File: src/design/bpc_pkg.sv
// ----------------------------------------------------------------------------
// bpc_pkg: shared definitions for the button press classifier
// Register indexes, reset values, event codes and the flag bundle that the
// tick logic and the top level exchange.
// ----------------------------------------------------------------------------
package bpc_pkg;

    localparam int CFG_WIDTH       = 16;
    localparam int CFG_INDEX_WIDTH = 2;
    localparam int COUNT_WIDTH_DEF = 16;

    localparam logic [CFG_INDEX_WIDTH-1:0] REG_DEBOUNCE   = 2'd0;
    localparam logic [CFG_INDEX_WIDTH-1:0] REG_LONG_PRESS = 2'd1;
    localparam logic [CFG_INDEX_WIDTH-1:0] REG_BUZZER     = 2'd2;

    localparam logic [CFG_WIDTH-1:0] DEBOUNCE_RESET   = 16'd30;
    localparam logic [CFG_WIDTH-1:0] LONG_PRESS_RESET = 16'd1500;
    localparam logic [CFG_WIDTH-1:0] BUZZER_RESET     = 16'd200;

    typedef logic [1:0] press_event_t;
    localparam press_event_t EV_NONE  = 2'd0;
    localparam press_event_t EV_SHORT = 2'd1;
    localparam press_event_t EV_LONG  = 2'd2;

    typedef struct packed {
        logic last_level;
        logic pressed;
        logic led_state;
        logic buzzing;
    } bpc_flags_t;

    localparam bpc_flags_t FLAGS_RESET = '{
        last_level: 1'b1,
        pressed:    1'b0,
        led_state:  1'b0,
        buzzing:    1'b0
    };

endpackage

File: src/design/button_press_classifier_core.sv
// ----------------------------------------------------------------------------
// button_press_classifier_core: debounced short/long button press detector
// One tick per input transfer; one result transfer per tick.
// ----------------------------------------------------------------------------
// Each input transfer is one millisecond tick carrying the raw active-low
// button level. The block takes one tick per clock cycle: the tick logic
// sits between the state registers and a single result register, and a new
// tick is accepted whenever that register is empty or being drained in the
// same cycle, so throughput is one item per cycle with a registered result.
// A stalled output holds the input off only while the result register is
// full. Registers (debounce, long-press, buzzer lengths) are written through
// the cfg port, by the user only while the block is idle; the block does not enforce this.
module button_press_classifier_core #(
    parameter int COUNT_WIDTH = bpc_pkg::COUNT_WIDTH_DEF
) (
    input  logic                                clk,
    input  logic                                rst_n,
    input  logic                                s_axis_tvalid,
    output logic                                s_axis_tready,
    input  logic [7:0]                          s_axis_tdata,  // [0] button_level
    output logic                                m_axis_tvalid,
    input  logic                                m_axis_tready,
    output logic [7:0]                          m_axis_tdata,  // [0] led_on, [1] buzzer_on,
                                                               // [3:2] press_event
    input  logic                                cfg_we,
    input  logic [bpc_pkg::CFG_INDEX_WIDTH-1:0] cfg_index,
    input  logic [bpc_pkg::CFG_WIDTH-1:0]       cfg_wdata
);
    import bpc_pkg::*;

    logic [CFG_WIDTH-1:0]   debounce_reg;
    logic [CFG_WIDTH-1:0]   long_press_reg;
    logic [CFG_WIDTH-1:0]   buzzer_reg;

    bpc_flags_t             flags_reg;
    bpc_flags_t             flags_next;
    logic [COUNT_WIDTH-1:0] since_reg;
    logic [COUNT_WIDTH-1:0] since_next;
    logic [COUNT_WIDTH-1:0] press_len_reg;
    logic [COUNT_WIDTH-1:0] press_len_next;
    logic [COUNT_WIDTH-1:0] buzz_len_reg;
    logic [COUNT_WIDTH-1:0] buzz_len_next;
    press_event_t           event_next;

    logic                   out_valid_reg;
    logic                   out_led_reg;
    logic                   out_buzz_reg;
    press_event_t           out_event_reg;
    logic                   in_fire;

    assign s_axis_tready = !out_valid_reg || m_axis_tready;
    assign in_fire       = s_axis_tvalid && s_axis_tready;

    always_ff @(posedge clk or negedge rst_n)
    begin
        if (!rst_n)
        begin
            debounce_reg   <= DEBOUNCE_RESET;
            long_press_reg <= LONG_PRESS_RESET;
            buzzer_reg     <= BUZZER_RESET;
        end
        else if (cfg_we)
        begin
            unique case (cfg_index)
                REG_DEBOUNCE:   debounce_reg   <= cfg_wdata;
                REG_LONG_PRESS: long_press_reg <= cfg_wdata;
                REG_BUZZER:     buzzer_reg     <= cfg_wdata;
                default:        ;
            endcase
        end
    end

    bpc_tick_logic #(
        .COUNT_WIDTH (COUNT_WIDTH)
    ) u_tick (
        .button_level      (s_axis_tdata[0]),
        .flags             (flags_reg),
        .since_change      (since_reg),
        .press_length      (press_len_reg),
        .buzz_length       (buzz_len_reg),
        .debounce_ticks    (debounce_reg),
        .long_press_ticks  (long_press_reg),
        .buzzer_ticks      (buzzer_reg),
        .flags_next        (flags_next),
        .since_change_next (since_next),
        .press_length_next (press_len_next),
        .buzz_length_next  (buzz_len_next),
        .press_event       (event_next)
    );

    always_ff @(posedge clk or negedge rst_n)
    begin
        if (!rst_n)
        begin
            flags_reg     <= FLAGS_RESET;
            since_reg     <= '0;
            press_len_reg <= '0;
            buzz_len_reg  <= '0;
            out_valid_reg <= 1'b0;
        end
        else
        begin
            if (in_fire)
            begin
                flags_reg     <= flags_next;
                since_reg     <= since_next;
                press_len_reg <= press_len_next;
                buzz_len_reg  <= buzz_len_next;
                out_valid_reg <= 1'b1;
            end
            else if (m_axis_tready)
            begin
                out_valid_reg <= 1'b0;
            end
        end
    end

    always_ff @(posedge clk)
    begin
        if (in_fire)
        begin
            out_led_reg   <= flags_next.led_state;
            out_buzz_reg  <= flags_next.buzzing;
            out_event_reg <= event_next;
        end
    end

    assign m_axis_tvalid = out_valid_reg;
    assign m_axis_tdata  = {4'b0000, out_event_reg, out_buzz_reg, out_led_reg};

    // a short press must flip the LED
    a_short_toggles: assert property (@(posedge clk) disable iff (!rst_n)
        (in_fire && event_next == EV_SHORT) |-> (flags_next.led_state != flags_reg.led_state))
        else $error("short press did not toggle LED");

    // a press only starts on a low level
    a_press_on_low: assert property (@(posedge clk) disable iff (!rst_n)
        (in_fire && !flags_reg.pressed && flags_next.pressed) |-> !s_axis_tdata[0])
        else $error("press started on released level");

    // an event is only reported when a press ends
    a_event_on_release: assert property (@(posedge clk) disable iff (!rst_n)
        (in_fire && event_next != EV_NONE) |-> (flags_reg.pressed && !flags_next.pressed))
        else $error("event without release");

    // an empty result register never stalls the input
    a_ready_when_empty: assert property (@(posedge clk) disable iff (!rst_n)
        !out_valid_reg |-> s_axis_tready)
        else $error("input stalled with empty result register");

endmodule

File: src/design/bpc_tick_logic.sv
// ----------------------------------------------------------------------------
// bpc_tick_logic: next-state logic for one tick
// Saturating counters, debounce decision, press classification and buzzer
// pulse timing, all combinational.
// ----------------------------------------------------------------------------
module bpc_tick_logic #(
    parameter int COUNT_WIDTH = bpc_pkg::COUNT_WIDTH_DEF
) (
    input  logic                           button_level,
    input  bpc_pkg::bpc_flags_t            flags,
    input  logic [COUNT_WIDTH-1:0]         since_change,
    input  logic [COUNT_WIDTH-1:0]         press_length,
    input  logic [COUNT_WIDTH-1:0]         buzz_length,
    input  logic [bpc_pkg::CFG_WIDTH-1:0]  debounce_ticks,
    input  logic [bpc_pkg::CFG_WIDTH-1:0]  long_press_ticks,
    input  logic [bpc_pkg::CFG_WIDTH-1:0]  buzzer_ticks,
    output bpc_pkg::bpc_flags_t            flags_next,
    output logic [COUNT_WIDTH-1:0]         since_change_next,
    output logic [COUNT_WIDTH-1:0]         press_length_next,
    output logic [COUNT_WIDTH-1:0]         buzz_length_next,
    output bpc_pkg::press_event_t          press_event
);
    import bpc_pkg::*;

    localparam int CMP_W = (COUNT_WIDTH > CFG_WIDTH) ? COUNT_WIDTH : CFG_WIDTH;
    localparam logic [COUNT_WIDTH-1:0] CNT_MAX = {COUNT_WIDTH{1'b1}};

    function automatic logic [COUNT_WIDTH-1:0] sat_inc(input logic [COUNT_WIDTH-1:0] v);
        sat_inc = (v == CNT_MAX) ? v : v + COUNT_WIDTH'(1);
    endfunction

    logic [COUNT_WIDTH-1:0] since_inc;
    logic [COUNT_WIDTH-1:0] press_inc;
    logic [COUNT_WIDTH-1:0] buzz_inc;
    logic                   stable;

    always_comb
    begin
        since_inc = (button_level != flags.last_level) ? '0 : sat_inc(since_change);
        press_inc = flags.pressed ? sat_inc(press_length) : press_length;
        buzz_inc  = flags.buzzing ? sat_inc(buzz_length) : buzz_length;
        stable    = CMP_W'(since_inc) > CMP_W'(debounce_ticks);

        flags_next            = flags;
        flags_next.last_level = button_level;
        since_change_next     = since_inc;
        press_length_next     = press_inc;
        buzz_length_next      = buzz_inc;
        press_event           = EV_NONE;

        if (stable)
        begin
            if (!flags.pressed && !button_level)
            begin
                flags_next.pressed = 1'b1;
                press_length_next  = '0;
            end
            else if (flags.pressed && button_level)
            begin
                flags_next.pressed = 1'b0;
                if (CMP_W'(press_inc) >= CMP_W'(long_press_ticks))
                begin
                    flags_next.buzzing = 1'b1;
                    buzz_length_next   = '0;
                    press_event        = EV_LONG;
                end
                else
                begin
                    flags_next.led_state = !flags.led_state;
                    press_event          = EV_SHORT;
                end
            end
        end

        // pulse end is checked after a possible restart, so a zero length never sounds
        if (flags_next.buzzing && (CMP_W'(buzz_length_next) >= CMP_W'(buzzer_ticks)))
        begin
            flags_next.buzzing = 1'b0;
        end
    end

endmodule

File: config.mk
export PLATFORM = sky130hd
export DESIGN_NAME = button_press_classifier_core
export DESIGN_NICKNAME = d
export VERILOG_FILES = /design/src/design/bpc_pkg.sv /design/src/design/button_press_classifier_core.sv /design/src/design/bpc_tick_logic.sv
export SDC_FILE = /design/constraint.sdc
export NUM_CORES = 1
export LEC_CHECK = 0
export BUFFER_PORTS_ARGS = -buffer_cell sky130_fd_sc_hd__buf_2
export CAP_MARGIN = 15
export CORE_MARGIN = 1
export CORE_UTILIZATION = 45
export DETAILED_ROUTE_END_ITERATION = 6
export GPL_ROUTABILITY_DRIVEN = 1
export GPL_TIMING_DRIVEN = 0
export PLACE_DENSITY = 0.72
export SETUP_SLACK_MARGIN = 0.15
export SLEW_MARGIN = 20
export SYNTH_ARGS = -nofsm -noshare
export SYNTH_HDL_FRONTEND = slang
export SYNTH_SLANG_ARGS = --single-unit
File: constraint.sdc
create_clock -name clk -period 8.3 [get_ports clk]
set_input_delay 1.66 -clock clk [delete_from_list [all_inputs] [get_ports clk]]
set_output_delay 1.66 -clock clk [all_outputs]
set_load 0.005 [all_outputs]
==> results of run 1 <==
==> power by group <==
part | leakage [nW] | internal, mW | switching (mW)
clock network | 0.166 | 0.283 | 0.206
registers | 1.30 | 0.586 | 0.0456
logic | 1.95 | 0.127 | 0.174
total | 3.41 | 0.996 | 0.426
==> layer usage <==
metal	routed length [um]	part of all wire	GRT usage	vias up
met4	373	0.023	0.0666	0
met3	1080	0.066	0.0511	30
li1	-	-	-	2679
met1	7870	0.48	0.317	2663
met2	6990	0.43	0.329	169
met5	0	0	0	-
==> worst paths after layout <==
check | cells past startpoint | from | end
min reg2reg | 1 | flags_reg[1] | flags_reg[1]
max in group asynchronous | 2 | rst_n | flags_reg[3]
max reg2reg | 22 | since_reg[0] | out_buzz_reg
min | 1 | flags_reg[1] | flags_reg[1]
min in group asynchronous | 1 | rst_n | buzz_len_reg[7]
max | 20 | s_axis_tdata[0] | out_buzz_reg
==> area by class of cell <==
| cell class | instances | share of cell area |
|---|---|---|
| Inverter | 54 | 0.0270 |
| Clock buffer | 11 | 0.0337 |
| Multi-Input combinational cell | 543 | 0.498 |
| Sequential cell | 105 | 0.355 |
| Clock inverter | 5 | 0.0115 |
| Timing Repair Buffer | 30 | 0.0238 |
| Buffer | 29 | 0.0195 |
| Tap cell | 184 | 0.0307 |
==> metrics by stage <==
stage                     total power, mW   util  hold slack, ps  setup WS, ps  std cells
after floorplan                     0.842      -             461          2660        731
final                                1.42  0.514             495          1840        961
after detailed placement            0.936  0.491             483          1590        945
after global placement              0.924  0.489             476          1650        944
after CTS                            1.43  0.514             494          1910        961
after global routing                 1.50  0.514             516          1620        961
==> cells by family after synthesis <==
kind of cell | Yosys count | share of synthesized area
and+or+nand+nor | 243 | 0.176
buffers and inverters | 83 | 0.0518
DFF | 105 | 0.395
muxes | 44 | 0.0724
other | 1 | 0.000556
xor gates and xnor gates | 32 | 0.0416
adders and majority gates | 53 | 0.0983
AOI/OAI and AO/OA | 167 | 0.164
==> placed cells by master, fill, tap and decap left out, drive strengths merged, types with 10 or more instances in the layout <==
master and count:
nand3 22, nor2 60, o31ai 15, xor2 13, o21ai 54, mux2 38
a31oi 11, clkbuf 26, a21o 11, inv 55, dfstp 15, ha 53
nor3 18, nand2 81, dfrtp 86, a21oi 31, nand4 20, xnor2 19
buf 44, and3 10
==> worst max-delay path, stage by stage <==
cell	delay (ps)
buf_2	140
xor2_1	430
clkbuf_1	430
clkbuf_1	370
nor2_1	110
ha_1	310
a21oi_1	150
o21ai_0	170
a221o_1	460
o311ai_4	550
nor2_4	150
buf_2	220
nor2_1	140
ha_1	250
a21o_1	180
a21o_1	160
a21o_1	170
a31oi_1	200
o211ai_1	140
o21ba_2	280
==> impl_metrics.env, run 1 <==
export IMPL_core_area_mm2=0.0146
export IMPL_period_share=0.778
export IMPL_fp_dieH_um=124
export IMPL_ctsHoldBuffers=0
export IMPL_ys_ff_latch=105
export IMPL_final_max_slew_viol_count=0
export IMPL_clockBufferDepth=2
export IMPL_viasPerCell=5.77
export IMPL_fin_crit_ps=6460
export IMPL_antenna_left=0
export IMPL_layout_drive_gt1_share=0.165
export IMPL_hold_viol_final=0
export IMPL_crit_required_ps=8530
export IMPL_grt_use_total=0.221
export IMPL_tns_ps=0
export IMPL_antenna_found_initial=0
export IMPL_syn_to_final_growth_pct=11.3
export IMPL_power_leakage_nw=3.41
export IMPL_drc=0
export IMPL_syn_inst=728
export IMPL_regArea_mm2=0.00267
export IMPL_seq_area_frac_synth=0.395
export IMPL_drt_iter0_drc=447
export IMPL_cts_root_buffer="clkbuf_16"
export IMPL_rsz0062_at_grt="false"
export IMPL_cts_resized=0
export IMPL_finClkSkew_ps=8.90
export IMPL_synth_warnings=0
export IMPL_cap_violations=0
export IMPL_worstMarginPinSlew_ps=948
export IMPL_grt_max_degree=77
export IMPL_synth_most_common_cell="dfrtp_1"
export IMPL_finalInstanceArea_mm2=0.00750
export IMPL_place_gp_congestion=0.849
export IMPL_yosys_area_top_type="dfrtp_1"
export IMPL_ys_types=65
export IMPL_rows=44
export IMPL_cts_setup_buffers=0
export IMPL_fmax_mhz=155
export IMPL_async_reset_ff_frac=0.962
export IMPL_grt_overflow_total=0
export IMPL_crit_arrival_ps=6690
export IMPL_cts_reportedPaths_clkPinSlew_ps=70
export IMPL_synth_top_area_frac=0.319
export IMPL_first_global_vias=5299
export IMPL_hold_path_class="reg -> reg"
export IMPL_status="finished clean"
export IMPL_synth_area_per_cell_um2=9.26
export IMPL_routedWlPerCell_um=17.0
export IMPL_power_density_mw_per_mm2=189
export IMPL_grt_pass1_wl_um=27000
export IMPL_r2r_slack_ps=2560
export IMPL_nets=856
export IMPL_crit_path_end_kind="flip-flop"
export IMPL_synth_edf_count=4
export IMPL_setup_viol=0
export IMPL_cts_tree="yes"
export IMPL_multi_input_area_mm2=0.00374
export IMPL_ir_drop_mv=0.145
export IMPL_vias=5541
export IMPL_start_util=0.462
export IMPL_num_fill_cells=1320
export IMPL_first_pass_iters=5
export IMPL_routed_wl_um=16300
export IMPL_netlist_area_mm2=0.00674
export IMPL_placed_cell_area_mm2=0.00716
export IMPL_io_pins=41
export IMPL_relSlewSlack=0.362
export IMPL_synthFlopType="dfrtp_1"
export IMPL_netlist_top_cells_count="86 x dfrtp_1, 81 x nand2_1, 58 x nor2_1, 54 x inv_1, 53 x ha_1"
export IMPL_cp_start_kind="input port"
export IMPL_htreeDepth=3
export IMPL_cts_sinks=105
export IMPL_critPathMaxFanout=10
export IMPL_numPortBuffers=29
export IMPL_antenna_diode_count=0
export IMPL_dieArea_mm2=0.0155
export IMPL_hpwl_um=11900
export IMPL_synth_area_leaders="dfrtp_1 32%, ha_1 9.8%, mux2_2 6.2%"
export IMPL_insertion_delay_ps=370
export IMPL_die_width_um=124
export IMPL_crit_type="in -> reg"
export IMPL_numCtsBuffers=9
(Power assumes the default switching activity.)
==> run 2: changes to the inputs <==
--- a/config.mk
+++ b/config.mk
@@ -12,7 +12,7 @@
 export DETAILED_ROUTE_END_ITERATION = 6
 export GPL_ROUTABILITY_DRIVEN = 1
 export GPL_TIMING_DRIVEN = 0
-export PLACE_DENSITY = 0.72
+export PLACE_DENSITY = 0.74
 export SETUP_SLACK_MARGIN = 0.15
 export SLEW_MARGIN = 20
 export SYNTH_ARGS = -nofsm -noshare
==> constraint.sdc (replaced) <==
create_clock -name clk -period 5.3 [get_ports clk]
set_input_delay 1.06 -clock clk [delete_from_list [all_inputs] [get_ports clk]]
set_output_delay 1.06 -clock clk [all_outputs]
set_load 0.005 [all_outputs]
==> impl_metrics.env, run 2 (synthesized netlist as in run 1, its figures left out) <==
export IMPL_status="finished clean"
export IMPL_core_area_mm2=0.0146
export IMPL_place_gp_congestion=0.864
export IMPL_r2r_slack_ps=320
export IMPL_path_cells="clkbuf_4 > nand4_1 > buf_4 > nor3_4 > buf_12 > a211oi_4 > buf_4 > xnor2_1 > nor2_1 > ha_1 > a21oi_1 > o21ai_1 > a221o_1 > o311ai_4 > nor2_4 > buf_4 > nor2_1 > ha_1 > a21o_1 > a21o_1 > a21o_1 > a31oi_2 > o211ai_1 > o21ba_4"
export IMPL_power_density_mw_per_mm2=273
export IMPL_insertion_delay_ps=370
export IMPL_cts_sinks=105
export IMPL_crit_start="since_reg[7]"
export IMPL_dieArea_mm2=0.0155
export IMPL_grt_use_total=0.223
export IMPL_dpl_cell_count=945
export IMPL_dp_slack_ps=-840
export IMPL_grt_busiest_layer="met2"
export IMPL_ctsHoldBuffers=0
export IMPL_vias=5640
export IMPL_hold_path_class="reg -> reg"
export IMPL_grt_use_met3=0.0391
export IMPL_grt_pass1_wl_um=27400
export IMPL_hold_viol_final=0
export IMPL_crit_path_end_kind="flip-flop"
export IMPL_worstMarginPinSlew_ps=943
export IMPL_final_max_slew_viol_count=0
export IMPL_design_power_total_mw=2.12
export IMPL_finClkSkew_ps=12.6
export IMPL_numPortBuffers=29
export IMPL_critPathSlowestCell="o311ai_4"
export IMPL_first_pass_iters=5
export IMPL_hold_start="flags_reg[1]"
export IMPL_cp_start_kind="flip-flop"
export IMPL_crit_arrival_ps=5220
export IMPL_use_met1=0.318
export IMPL_critPathMaxFanout=10
export IMPL_drc=0
export IMPL_layout_drive_gt1_share=0.214
export IMPL_endpoint="out_buzz_reg"
export IMPL_viasPerCell=5.74
export IMPL_first_global_vias=5369
export IMPL_syn_to_final_growth_pct=15.4
export IMPL_nets=878
export IMPL_antenna_diode_count=0
export IMPL_placed_cell_area_mm2=0.00716
export IMPL_relSlewSlack=0.371
export IMPL_reg2reg_to="out_buzz_reg"
export IMPL_setup_viol=0
export IMPL_routedWlPerCell_um=17.0
export IMPL_routed_wl_um=16700
export IMPL_power_leakage_nw=3.57
export IMPL_fin_ws_ps=321
export IMPL_finalInstanceArea_mm2=0.00778
export IMPL_final_cells=983
export IMPL_io_pins=41
export IMPL_numCtsBuffers=9
export IMPL_reg2reg_depth=24
export IMPL_cts_tree="yes"
export IMPL_fp_dieH_um=124
export IMPL_grt_max_degree=67
export IMPL_clockBufferDepth=2
export IMPL_grt_overflow_total=0
export IMPL_timing_hold_ws_ps=492
export IMPL_antenna_found_initial=0
export IMPL_cts_root_buffer="clkbuf_16"
export IMPL_cts_reportedPaths_clkPinSlew_ps=70
export IMPL_rows=44
export IMPL_rr_startpoint="since_reg[7]"
export IMPL_rsz0062_at_grt="false"
export IMPL_antenna_left=0
export IMPL_use_met2=0.340
export IMPL_fin_crit_ps=4980
export IMPL_crit_type="reg -> reg"
export IMPL_drt_iter0_drc=581
export IMPL_crit_required_ps=5540
export IMPL_ir_drop_mv=0.213
export IMPL_slowest_delay_ps=410
export IMPL_cap_violations=0
export IMPL_htreeDepth=3
export IMPL_period_share=0.939
export IMPL_layout_commonest_cell="dfrtp_1"
export IMPL_die_width_um=124
export IMPL_most_common_layout_cells="84 x dfrtp_1, 79 x nand2_1, 55 x nor2_1"
export IMPL_fmax_mhz=201
export IMPL_hpwl_um=12000
export IMPL_start_util=0.462
-- run 2: report_power, final --
group / switching [mW] / total [mW] / internal, mW
clock network: 0.317 / 0.634 / 0.317
registers: 0.0734 / 0.991 / 0.918
logic: 0.282 / 0.495 / 0.213
-- run 2: layer usage --
layer	up-vias	wire length (um)	part of all wire
met5	-	0	0
met4	0	400	0.024
met3	27	1010	0.060
met2	173	7600	0.45
met1	2720	7740	0.46
li1	2720	-	-
-- run 2: how the worst min path moves through the flow --
stage	depth (start not counted)	end
floorplan	1	flags_reg[1]
global placement	1	flags_reg[1]
detailed placement	1	flags_reg[1]
CTS	1	flags_reg[1]
global route	1	flags_reg[1]
finish	1	flags_reg[1]
-- run 2: layout make-up --
type,count,area (um2)
clock buffers,9,225
repair buffers,52,360
multi-input cells,543,3880
fillers,1301,6810
plain buffers,29,161
clock inverters,7,45.0
flip-flops and latches,105,2670
inverters,54,203
well taps,184,230
-- run 2: critical path: cells and delay by family, from the launching register on --
kind | cells | cell delay [ps]
buffers and inverters | 5 | 830
AOI/OAI and AO/OA | 11 | 2470
xor gates and xnor gates | 1 | 140
adders and majority gates | 2 | 550
and+or+nand+nor | 5 | 480
DFF | 1 | 360
-- run 2: what timing repair did --
| item | CTS | global route |
|---|---|---|
| gates resized for setup | 14 | 28 |
| hold endpoints to repair | 0 | 0 |
| pin swaps | 4 | 18 |
| endpoints found under the setup margin | 2 | 2 |
| setup buffers | 6 | 16 |
-- run 2: per-stage QoR --
stage               setup TNS [ps]  utilization
floorplan                        0            -
global placement             -1440        0.489
detailed placement           -1520        0.491
CTS                              0        0.518
global route                     0        0.533
finish                           0        0.533
==> run 3: changes to the inputs <==
--- a/config.mk
+++ b/config.mk
@@ -7,11 +7,10 @@
 export LEC_CHECK = 0
 export BUFFER_PORTS_ARGS = -buffer_cell sky130_fd_sc_hd__buf_2
 export CAP_MARGIN = 15
-export CORE_MARGIN = 1
+export CORE_MARGIN = 10
 export CORE_UTILIZATION = 45
 export DETAILED_ROUTE_END_ITERATION = 6
 export GPL_ROUTABILITY_DRIVEN = 1
-export GPL_TIMING_DRIVEN = 0
 export PLACE_DENSITY = 0.74
 export SETUP_SLACK_MARGIN = 0.15
 export SLEW_MARGIN = 20
==> impl_metrics.env, run 3 (synthesized netlist as in run 1, its figures left out) <==
export IMPL_status="finished clean"
export IMPL_path_cells="ha_1 > nand2_1 > nor3_4 > buf_4 > and4_1 > a31oi_1 > o21a_1 > ha_1 > nand4_4 > nor2_1 > a221o_1 > o311ai_4 > buf_4 > o21ai_0 > ha_1 > nand2b_1 > a211oi_1 > o21ai_0 > o211ai_1 > o211ai_1 > o21ba_2"
export IMPL_vias=5419
export IMPL_p_int_mw=1.44
export IMPL_antenna_left=0
export IMPL_cpMostUsedCell="ha_1"
export IMPL_cap_violations=0
export IMPL_power_frac_seq=0.470
export IMPL_critPathSlowestCell="a221o_1"
export IMPL_endpoint="out_buzz_reg"
export IMPL_crit_required_ps=5530
export IMPL_crit_family="compound AO/OA/AOI/OAI gates"
export IMPL_cts_reportedPaths_clkPinSlew_ps=70
export IMPL_htreeDepth=3
export IMPL_core_area_mm2=0.0146
export IMPL_drt_iter0_drc=509
export IMPL_p_switching_mw=0.650
export IMPL_layout_commonest_cell="dfrtp_1"
export IMPL_reg2reg_depth=21
export IMPL_routed_wl_um=15600
export IMPL_first_global_vias=5259
export IMPL_design_power_total_mw=2.09
export IMPL_relSlewSlack=0.370
export IMPL_power_density_mw_per_mm2=279
export IMPL_numCtsBuffers=9
export IMPL_worstSetupPathDepth=21
export IMPL_period_share=0.924
export IMPL_grt_pass1_wl_um=26500
export IMPL_ir_drop_mv=0.222
export IMPL_antenna_diode_count=0
export IMPL_most_common_layout_cells="86 x dfrtp_1, 80 x nand2_1, 58 x nor2_1"
export IMPL_grt_overflow_total=0
export IMPL_finalInstanceArea_mm2=0.00751
export IMPL_fin_ws_ps=405
export IMPL_timing_hold_ws_ps=490
export IMPL_rows=44
export IMPL_crit_path_end_kind="flip-flop"
export IMPL_dpl_cell_count=934
export IMPL_final_max_slew_viol_count=0
export IMPL_crit_arrival_ps=5130
export IMPL_drc=0
export IMPL_critPathBufInv=2
export IMPL_worstMarginPinSlew_ps=943
export IMPL_crit_type="reg -> reg"
export IMPL_p_clk_frac=0.303
export IMPL_cts_sinks=105
export IMPL_power_leakage_nw=3.43
export IMPL_hold_viol_final=0
export IMPL_rsz0062_at_grt="false"
export IMPL_finClkSkew_ps=11.2
export IMPL_routedWlPerCell_um=16.2
export IMPL_hold_path_class="reg -> reg"
export IMPL_cp_start_kind="flip-flop"
export IMPL_insertion_delay_ps=360
export IMPL_numPortBuffers=29
export IMPL_placed_cell_area_mm2=0.00715
export IMPL_fp_dieH_um=142
export IMPL_final_cells=958
export IMPL_cts_root_buffer="clkbuf_16"
export IMPL_hold_depth=1
export IMPL_critPathMaxFanout=4
export IMPL_start_util=0.462
export IMPL_dieArea_mm2=0.0203
export IMPL_reg2reg_to="out_buzz_reg"
export IMPL_dp_slack_ps=-90.0
export IMPL_r2r_slack_ps=400
export IMPL_num_fill_cells=1316
export IMPL_die_width_um=142
export IMPL_syn_to_final_growth_pct=11.4
export IMPL_crit_start="since_reg[1]"
export IMPL_io_pins=41
export IMPL_hpwl_um=11200
export IMPL_first_pass_iters=5
export IMPL_slowest_delay_ps=400
export IMPL_switching_share=0.311
export IMPL_viasPerCell=5.66
export IMPL_grt_max_degree=56
export IMPL_p_comb_frac=0.227
export IMPL_setup_viol=0
export IMPL_layout_drive_gt1_share=0.187
export IMPL_rr_startpoint="since_reg[1]"
export IMPL_grt_use_total=0.159
export IMPL_fmax_mhz=204
export IMPL_cts_tree="yes"
export IMPL_ctsHoldBuffers=0
export IMPL_antenna_found_initial=0
export IMPL_place_gp_congestion=0.861
export IMPL_fin_crit_ps=4900
export IMPL_clockBufferDepth=2
export IMPL_nets=853
-- run 3: changes by cell type in the layout (fill, tap and decap cells not counted), sizes merged --
cell,before,now
nor2,60,61
clkbuf,24,10
buf,66,55
clkinvlp,3,2
-- run 3: worst min-delay path by stage --
stage	start	to	slack, ps
floorplan	flags_reg[1]	flags_reg[1]	460
global placement	flags_reg[1]	flags_reg[1]	470
detailed placement	flags_reg[1]	flags_reg[1]	480
CTS	flags_reg[1]	flags_reg[1]	490
global route	flags_reg[1]	flags_reg[1]	520
finish	flags_reg[1]	flags_reg[1]	490
-- run 3: power groups by stage --
stage / clock network (mW) / registers (mW) / logic, mW
4_1_cts: 0.650 / 0.984 / 0.473
6_report: 0.634 / 0.985 / 0.475
3_5_place_dp: 0 / 0.998 / 0.467
5_1_grt: 0.687 / 1.00 / 0.542
2_1_floorplan: 0 / 0.981 / 0.338
3_3_place_gp: 0 / 0.993 / 0.451
-- run 3: per-layer routing --
metal / global-route usage / vias to the layer above / wire, um / part of all wire
li1: - / 2680 / - / -
met1: 0.232 / 2614 / 7720 / 0.50
met2: 0.231 / 110 / 6930 / 0.45
met3: 0.0297 / 15 / 688 / 0.044
met4: 0.0501 / 0 / 207 / 0.013
met5: 0 / - / 0 / 0
-- run 3: final cells by class --
cell class,count,area (um2),area share
Clock buffer,10,229,0.0305
Clock inverter,6,42.5,0.00566
Inverter,54,203,0.0270
Multi-Input combinational cell,544,3790,0.504
Sequential cell,105,2670,0.355
Tap cell,184,230,0.0306
Timing Repair Buffer,55,355,0.0473
-- run 3: per-stage QoR --
step                TNS, ps   util
floorplan                 0      -
global placement      -8.61  0.490
detailed placement    -90.0  0.490
CTS                       0  0.509
global route              0  0.515
finish                    0  0.515
-- run 3: repair_timing --
item                                    CTS  global route
endpoints found under the setup margin    2             2
endpoints found under the hold margin     0             0
gates cloned                              1             0
pin swaps                                 1             7
setup buffers                             0             7
resized for setup                         1             6
